$ cat src/draft_tree_best_first_builder_macros.svh
// assertion macros for the draft tree builder
// used by the top level; expects i_clk and i_rst_n in scope
`ifndef DRAFT_TREE_BEST_FIRST_BUILDER_MACROS_SVH
`define DRAFT_TREE_BEST_FIRST_BUILDER_MACROS_SVH

// same-cycle implication
`define DTB_ASSERT_NOW(lbl, ante, cons, msg) \
    lbl: assert property (@(posedge i_clk) disable iff (!i_rst_n) (ante) |-> (cons)) \
        else $error(msg);

// next-cycle implication
`define DTB_ASSERT_NEXT(lbl, ante, cons, msg) \
    lbl: assert property (@(posedge i_clk) disable iff (!i_rst_n) (ante) |=> (cons)) \
        else $error(msg);

`endif

$ cat src/dtb_ram.sv
// generic single-write, single-read ram with registered read data
// no dependencies
module dtb_ram #(
    parameter int WIDTH = 8,
    parameter int DEPTH = 16
) (
    input  logic                     i_clk,
    input  logic                     i_we,
    input  logic [$clog2(DEPTH)-1:0] i_waddr,
    input  logic [WIDTH-1:0]         i_wdata,
    input  logic [$clog2(DEPTH)-1:0] i_raddr,
    output logic [WIDTH-1:0]         o_rdata
);
    logic [WIDTH-1:0] r_mem [DEPTH];

    always_ff @(posedge i_clk) begin
        if (i_we) begin
            r_mem[i_waddr] <= i_wdata;
        end
        o_rdata <= r_mem[i_raddr];
    end
endmodule

$ cat config.mk
export PLATFORM = sky130hd
export DESIGN_NAME = dtb_ram
export DESIGN_NICKNAME = d
export VERILOG_FILES = /design/src/draft_tree_best_first_builder_macros.svh /design/src/dtb_ram.sv
export SDC_FILE = /design/constraint.sdc
export NUM_CORES = 1
export LEC_CHECK = 0
export CAP_MARGIN = 20
export CORE_MARGIN = 1.5
export CORE_UTILIZATION = 52
export CTS_BUF_LIST = sky130_fd_sc_hd__clkbuf_4
export DETAILED_ROUTE_END_ITERATION = 8
export DONT_BUFFER_PORTS = 1
export PLACE_DENSITY = 0.65
export RECOVER_POWER = 100
export SYNTH_ARGS = -nofsm -noshare
export SYNTH_HDL_FRONTEND = slang
export SYNTH_SLANG_ARGS = --single-unit
$ cat constraint.sdc
create_clock -name i_clk -period 3.84 [get_ports i_clk]
set_input_delay 0.192 -clock i_clk [delete_from_list [all_inputs] [get_ports i_clk]]
set_output_delay 0.192 -clock i_clk [all_outputs]
set_load 0.01 [all_outputs]
======== After elaboration in Yosys (flattened, before gate mapping) ========
Memory sizes are Yosys's and may differ from the RTL's. A register that Yosys moved wholly into a read port is not among the register bits.
Cells that the tools add are included.
word-level totals
  memory bits (writable) .................. 128
  output and inout bits ................... 8
  register bits after elaboration ......... 0
  memories ................................ 1
memory list
  memory  depth  bits a word  read ports  clocked after Yosys merged registers in  write ports  line           text
  r_mem   16     8            1           1                                        1            dtb_ram.sv:14  logic [WIDTH-1:0] r_mem [DEPTH];
operators by class
  multiplexer cells ....................... 2
operators with widths
  operator           number
  two-way mux 1 bit  2

======== Depth between registers and ports, before layout ========
Gate-level depths: netlist (run 1).
  depth in word-level cells ............... 2
  gate-level depth with buffers ........... 5
  depth with buffers taken out ............ 3

======== Worst setup path before layout (run 1) ========
Ideal clock, no wire load.
  path kind ............................... in2reg
  from .................................... input port i_waddr[2]
  to ...................................... memory r_mem[0][0] (enable)
  path buffers ............................ 0
  slack ................................... 2.155 ns
  required time ........................... 3.457 ns
  arrival time ............................ 1.302 ns
  library setup time ...................... 0.383 ns
  cell stages on the path ................. 2
  cell sequence ........................... or3b_2 nor3_1
RTL lines
  element      line           text
  from (decl)  dtb_ram.sv:9   input logic [$clog2(DEPTH)-1:0] i_waddr,
  to (decl)    dtb_ram.sv:14
Straight into the memory's write port.

==> results.json, run 1 <==
{
  "antennaDiodeCount": 0,
  "finalSetupViolCount": 0,
  "power.total_mw": 2.81,
  "cp.required_ns": 4.23,
  "nets": 275,
  "numCtsBuffers": 17,
  "post_cts_buffers": 0,
  "vias": 2323,
  "clock_path_buffers": 2,
  "grt_usage_pct": 20.7,
  "crit_top_cell": "dlygate4sd3_1",
  "critPathCaptureType": "flip-flop",
  "syn_area_per_cell_um2": 22.5,
  "wl_mm": 9.74,
  "powerDensity_mw_per_mm2": 491,
  "floorplan.die.height_um": 102,
  "min_path_type": "primary input to flip-flop",
  "grt_overflow": 0,
  "period_share_pct": 60.3,
  "clock_latency_ns": 0.51,
  "placedCellCount": 355,
  "fin_crit_ns": 2.31,
  "grt_pass1_vias": 2391,
  "synth_fp_nets": 247,
  "path_clk_slew_ns": 0.12,
  "synth_top_family_by_area": "multiplexers",
  "post-dp-hpwl_mm": 5.68,
  "rows": 36,
  "yosys_register_bits": 136,
  "max_freq_mhz": 432,
  "clock-sinks": 136,
  "postSynthCellCount": 229,
  "htreeDepth": 4,
  "criticalPathCategory": "flip-flop to flip-flop",
  "status": "finished, final reports clean",
  "start_util_pct": 53.2,
  "area_growth_pct": 11.3,
  "antenna_left": 0,
  "power_leakage_nw": 1.84,
  "vdd_ir_drop_max_uv": 336,
  "grt_max_degree": 31,
  "port_buffers": 0,
  "relSlewSlack_pct": 38.6,
  "drc": 0,
  "synthXorXnorAreaFrac_pct": 0,
  "cts_tree": "yes",
  "drive_above_1_share_pct": 19.3,
  "synth_adder_area_share_pct": 0,
  "ys_warn_count": 0,
  "via_per_inst": 5.76,
  "ys_seq_area_share_pct": 77.8,
  "stdcell_count": 403,
  "slew_violations": 0,
  "maxCapViolCount": 0,
  "dieArea_mm2": 0.0105,
  "timing.setup.tns_ns": 0,
  "die_w_um": 102,
  "worst_hold_slack_ns": 0.0408,
  "syn_area_mm2": 0.00515,
  "synth_simple_gate_area_share_pct": 3.18,
  "hold_violations": 0,
  "antenna_found_initial": 0,
  "slowest_delay_ns": 0.57,
  "cp.arrival_ns": 2.71,
  "synth-compound-area-share_pct": 2.33,
  "post_drt_wl_per_cell_um": 24.2,
  "synth_mux_area_share_pct": 15.0,
  "critPathLaunchType": "flip-flop",
  "cts_resized": 0,
  "core_area_mm2": 0.00968,
  "grt_first_pass_wirelength_mm": 14.4,
  "root_buffer": "clkbuf_4",
  "tightest_slew_ns": 0.918,
  "first_iter_violations": 173,
  "crit_chain": "mux4_1, dlygate4sd3_1, a22oi_1, dlygate4sd3_1, nand2_1",
  "gp_congestion": 0.759,
  "final_util_pct": 59.2,
  "synth_cell_types": 19,
  "rsz0062_at_grt": "false",
  "first_pass_iters": 4,
  "finalClockSkew_ns": 0.0172,
  "num_io_pins": 26,
  "crit_path_max_fanout": 1,
  "critical_path.slowest_cell": "dlygate4sd3_1"
}
## worst paths after layout
kind	start	cells after the start	slack (ns)	end
max reg2reg	r_mem[9][3]$_DFFE_PP_	5	1.53	o_rdata[3]$_DFF_P_
min	i_raddr[1]	3	0.04	o_rdata[2]$_DFF_P_
max	r_mem[9][3]$_DFFE_PP_	5	1.53	o_rdata[3]$_DFF_P_
min reg2reg	r_mem[12][2]$_DFFE_PP_	3	0.68	o_rdata[2]$_DFF_P_
## critical path: cells and delay by family, from the launching register on
kind | cells | cell delay (ns)
and+or+nand+nor | 1 | 0.05
muxes | 1 | 0.48
DFF | 1 | 0.37
buffers and inverters | 2 | 1.13
AOI/OAI and AO/OA | 1 | 0.17
## repair_timing
| action | 4_1_cts | 5_1_grt |
|---|---|---|
| endpoints found under the setup margin | 0 | 0 |
| hold endpoints to repair | 144 | 0 |
| hold buffers | 16 | 0 |
## registers in the layout (all words and copies together), names as in the netlist
| register | count |
|---|---|
| o_rdata | 8 |
| r_mem | 128 |
## final cells by class
type | count | area (um^2)
clock buffers | 18 | 135
clock inverters | 14 | 185
fillers | 702 | 3960
multi-input cells | 83 | 1060
flip-flops and latches | 136 | 4000
well taps | 133 | 166
repair buffers | 19 | 181
## synthesized netlist by cell type
cell type / n / share of area, %
edfxtp_1: 128 / 75
mux4_2: 18 / 7.9
a22oi_1: 16 / 2.3
mux4_1: 14 / 7.1
nor2_1: 13 / 0.95
nand2_1: 9 / 0.66
dfxtp_1: 8 / 3.1
nor3_1: 4 / 0.39
buf_2: 3 / 0.29
buf_6: 3 / 0.66
clkdlybuf4s25_2: 3 / 0.58
nand2b_1: 2 / 0.24
nand3b_1: 2 / 0.29
and2_1: 1 / 0.12
and2b_1: 1 / 0.15
buf_4: 1 / 0.15
nand3_1: 1 / 0.097
nor2b_1: 1 / 0.12
or3b_2: 1 / 0.17
## cell usage in the layout (no fill, tap or decap)
cell	count
mux4_1	14
mux4_2	18
buf_12	1
nor2b_1	1
dlygate4sd3_1	15
inv_6	6
bufinv_16	3
nand3b_1	2
clkinvlp_4	1
nor3_1	4
dfxtp_1	8
clkbuf_1	3
or3b_2	1
nand2_1	9
clkinv_4	4
nand3_1	1
and2b_1	1
clkbuf_4	18
nand2b_1	2
nor2_1	13
and2_1	1
edfxtp_1	128
a22oi_1	16
## per-stage QoR
stage          instance area, um^2  setup slack, ns
2_1_floorplan                 5150             2.16
3_3_place_gp                  5250             2.23
3_5_place_dp                  5250             2.18
4_1_cts                       5740             1.53
5_1_grt                       5730             1.42
6_report                      5730             1.53
## logic make-up after synthesis
| kind of cell | Yosys count |
|---|---|
| AO/OA/AOI/OAI | 16 |
| AND/OR/NAND/NOR | 35 |
| buffers and inverters | 10 |
| flip-flops | 136 |
| multiplexers | 32 |
## power breakdown
group / internal [mW] / switching, mW
combinational: 0.0592 / 0.0666
clock: 0.476 / 0.539
sequential: 1.66 / 0.0139
total: 2.19 / 0.620
## routing by layer
layer	up-vias	wire length, um	global-route usage [%]
met5	-	0	0
met4	0	69	6.85
met3	6	635	5.97
met2	82	4780	31.6
met1	1197	4260	29.2
li1	1038	-	-
Power figures use the tool's default switching activity.
==> run 2: changes to the inputs <==
--- a/config.mk
+++ b/config.mk
@@ -11,7 +11,7 @@
 export CTS_BUF_LIST = sky130_fd_sc_hd__clkbuf_4
 export DETAILED_ROUTE_END_ITERATION = 8
 export DONT_BUFFER_PORTS = 1
-export PLACE_DENSITY = 0.65
+export PLACE_DENSITY = 0.68
 export RECOVER_POWER = 100
 export SYNTH_ARGS = -nofsm -noshare
 export SYNTH_HDL_FRONTEND = slang
==> constraint.sdc (replaced) <==
create_clock -name i_clk -period 2.1 [get_ports i_clk]
set_input_delay 0.105 -clock i_clk [delete_from_list [all_inputs] [get_ports i_clk]]
set_output_delay 0.105 -clock i_clk [all_outputs]
set_load 0.01 [all_outputs]
==> run 2 against run 1 <==
Effect of this change: first-iteration DRC count increased by 4.6%; non-clock buffer count rose by 13; final cell count rose by 3.5%; critical endpoint is now o_rdata[1]$_DFF_P_; clock-buffer cell count up 6; die area unchanged; clock skew is 0.0024 ns lower; largest cell class unchanged; highest routed layer unchanged; clock power rose by 46%; total power grew 70%; utilization decreased by 0.12 points; fmax up 29%; register-to-register slack worse by 1.2 ns; sequential share of layout area up 0.14 points.
==> results.json, run 2 (same netlist as run 1, synthesis figures left out) <==
{
  "core_area_mm2": 0.00968,
  "gp_congestion": 0.706,
  "period_share_pct": 85.4,
  "crit_path_max_fanout": 1,
  "final_common_cell": "edfxtp_1",
  "top_regs": "r_mem (128), o_rdata (8)",
  "status": "finished, final reports clean",
  "post_cts_buffers": 0,
  "nets": 288,
  "cp.required_ns": 2.52,
  "grt_usage_pct": 20.3,
  "root_buffer": "clkbuf_4",
  "path_buf_inv": 1,
  "antenna_left": 0,
  "dpl-instance-area_mm2": 0.00535,
  "final_cell_mix": "edfxtp_1, clkbuf_4, mux4_2",
  "tightest_slew_ns": 0.743,
  "crit_chain": "mux4_1, dlygate4sd3_1, a22oi_1, nand2_1",
  "dieArea_mm2": 0.0105,
  "layout_setup_ws_ns": 0.306,
  "power_leakage_nw": 1.84,
  "num_io_pins": 26,
  "cts_resized": 0,
  "crit_family": "buffers and inverters",
  "clock_path_buffers": 2,
  "grt_pass1_vias": 2409,
  "criticalPathCategory": "flip-flop to flip-flop",
  "max_freq_mhz": 557,
  "maxCapViolCount": 0,
  "grt_max_degree": 33,
  "powerDensity_mw_per_mm2": 836,
  "timing.setup.tns_ns": 0,
  "slew_violations": 0,
  "fin_area_mm2": 0.00572,
  "htreeDepth": 4,
  "finalClockSkew_ns": 0.0149,
  "clock_latency_ns": 0.53,
  "dp_slack_ns": 0.732,
  "antenna_found_initial": 1,
  "wl_mm": 9.54,
  "critical_path.slowest_cell": "dlygate4sd3_1",
  "first_pass_iters": 5,
  "finalSetupViolCount": 0,
  "floorplan.die.height_um": 102,
  "post_drt_wl_per_cell_um": 22.9,
  "fin_crit_ns": 1.79,
  "top_register": "r_mem",
  "slowest_delay_ns": 0.57,
  "power.total_mw": 4.78,
  "start_util_pct": 53.2,
  "die_w_um": 102,
  "rsz0062_at_grt": "false",
  "critPathCaptureType": "flip-flop",
  "post-dp-hpwl_mm": 5.78,
  "grt_overflow": 0,
  "vias": 2375,
  "drc": 0,
  "port_buffers": 0,
  "cp.arrival_ns": 2.21,
  "critPathLaunchType": "flip-flop",
  "relSlewSlack_pct": 50.4,
  "area_growth_pct": 11.1,
  "nFillCells": 727,
  "min_path_type": "primary input to flip-flop",
  "hold_violations": 0,
  "rows": 36,
  "largest_register_ffs": 128,
  "path_clk_slew_ns": 0.10,
  "ctsHoldBuffers": 16,
  "numCtsBuffers": 17,
  "via_per_inst": 5.70,
  "drive_above_1_share_pct": 17.3,
  "cts_tree": "yes",
  "first_iter_violations": 181,
  "clock-sinks": 136,
  "vdd_ir_drop_max_uv": 351,
  "grt_first_pass_wirelength_mm": 14.2
}
## run 2: layer usage
| layer | vias to the layer above | part of all wire, % | global-route usage, % |
|---|---|---|---|
| met1 | 1214 | 42 | 27.5 |
| li1 | 1069 | - | - |
| met3 | 10 | 6.3 | 6.03 |
| met4 | 0 | 0.72 | 8.54 |
| met2 | 82 | 51 | 31.1 |
| met5 | - | 0 | 0 |
## run 2: final cells by class
class                      instances  area (um^2)  share of cell area, %
multi-input combinational         83         1060                   18.5
clock buffer                      24          180                   3.15
clock inverter                     8         60.1                   1.05
antenna                            1         2.50                 0.0438
sequential                       136         4000                   70.0
timing repair buffer              32          248                   4.33
tap                              133          166                   2.91
## run 2: power by group
group	internal, mW	switching [mW]	total, mW
logic	0.112	0.136	0.248
clock network	0.659	0.815	1.47
registers	3.03	0.0305	3.06
## run 2: final timing paths
path                                              from                  to  slack, ns  depth (start not counted)
worst max-delay path             r_mem[9][1]$_DFFE_PP_  o_rdata[1]$_DFF_P_       0.31                          4
worst min register to register  r_mem[15][3]$_DFFE_PP_  o_rdata[3]$_DFF_P_       0.67                          3
worst min-delay path                        i_raddr[2]  o_rdata[3]$_DFF_P_       0.03                          3
worst max register to register   r_mem[9][1]$_DFFE_PP_  o_rdata[1]$_DFF_P_       0.31                          4
## run 2: through the flow
step           hold slack [ns]  cells  util [%]
2_1_floorplan            0.204    229         -
3_3_place_gp             0.204    368      55.2
3_5_place_dp             0.204    368      55.2
4_1_cts                0.00562    416      59.6
5_1_grt                 0.0293    417      59.0
6_report                0.0313    417      59.0
## run 2: worst min-delay path: cells and delay by family
| kind | cells | cell delay (ns) |
|---|---|---|
| and+or+nand+nor | 2 | 0.20 |
| AOI/OAI and AO/OA | 1 | 0.20 |
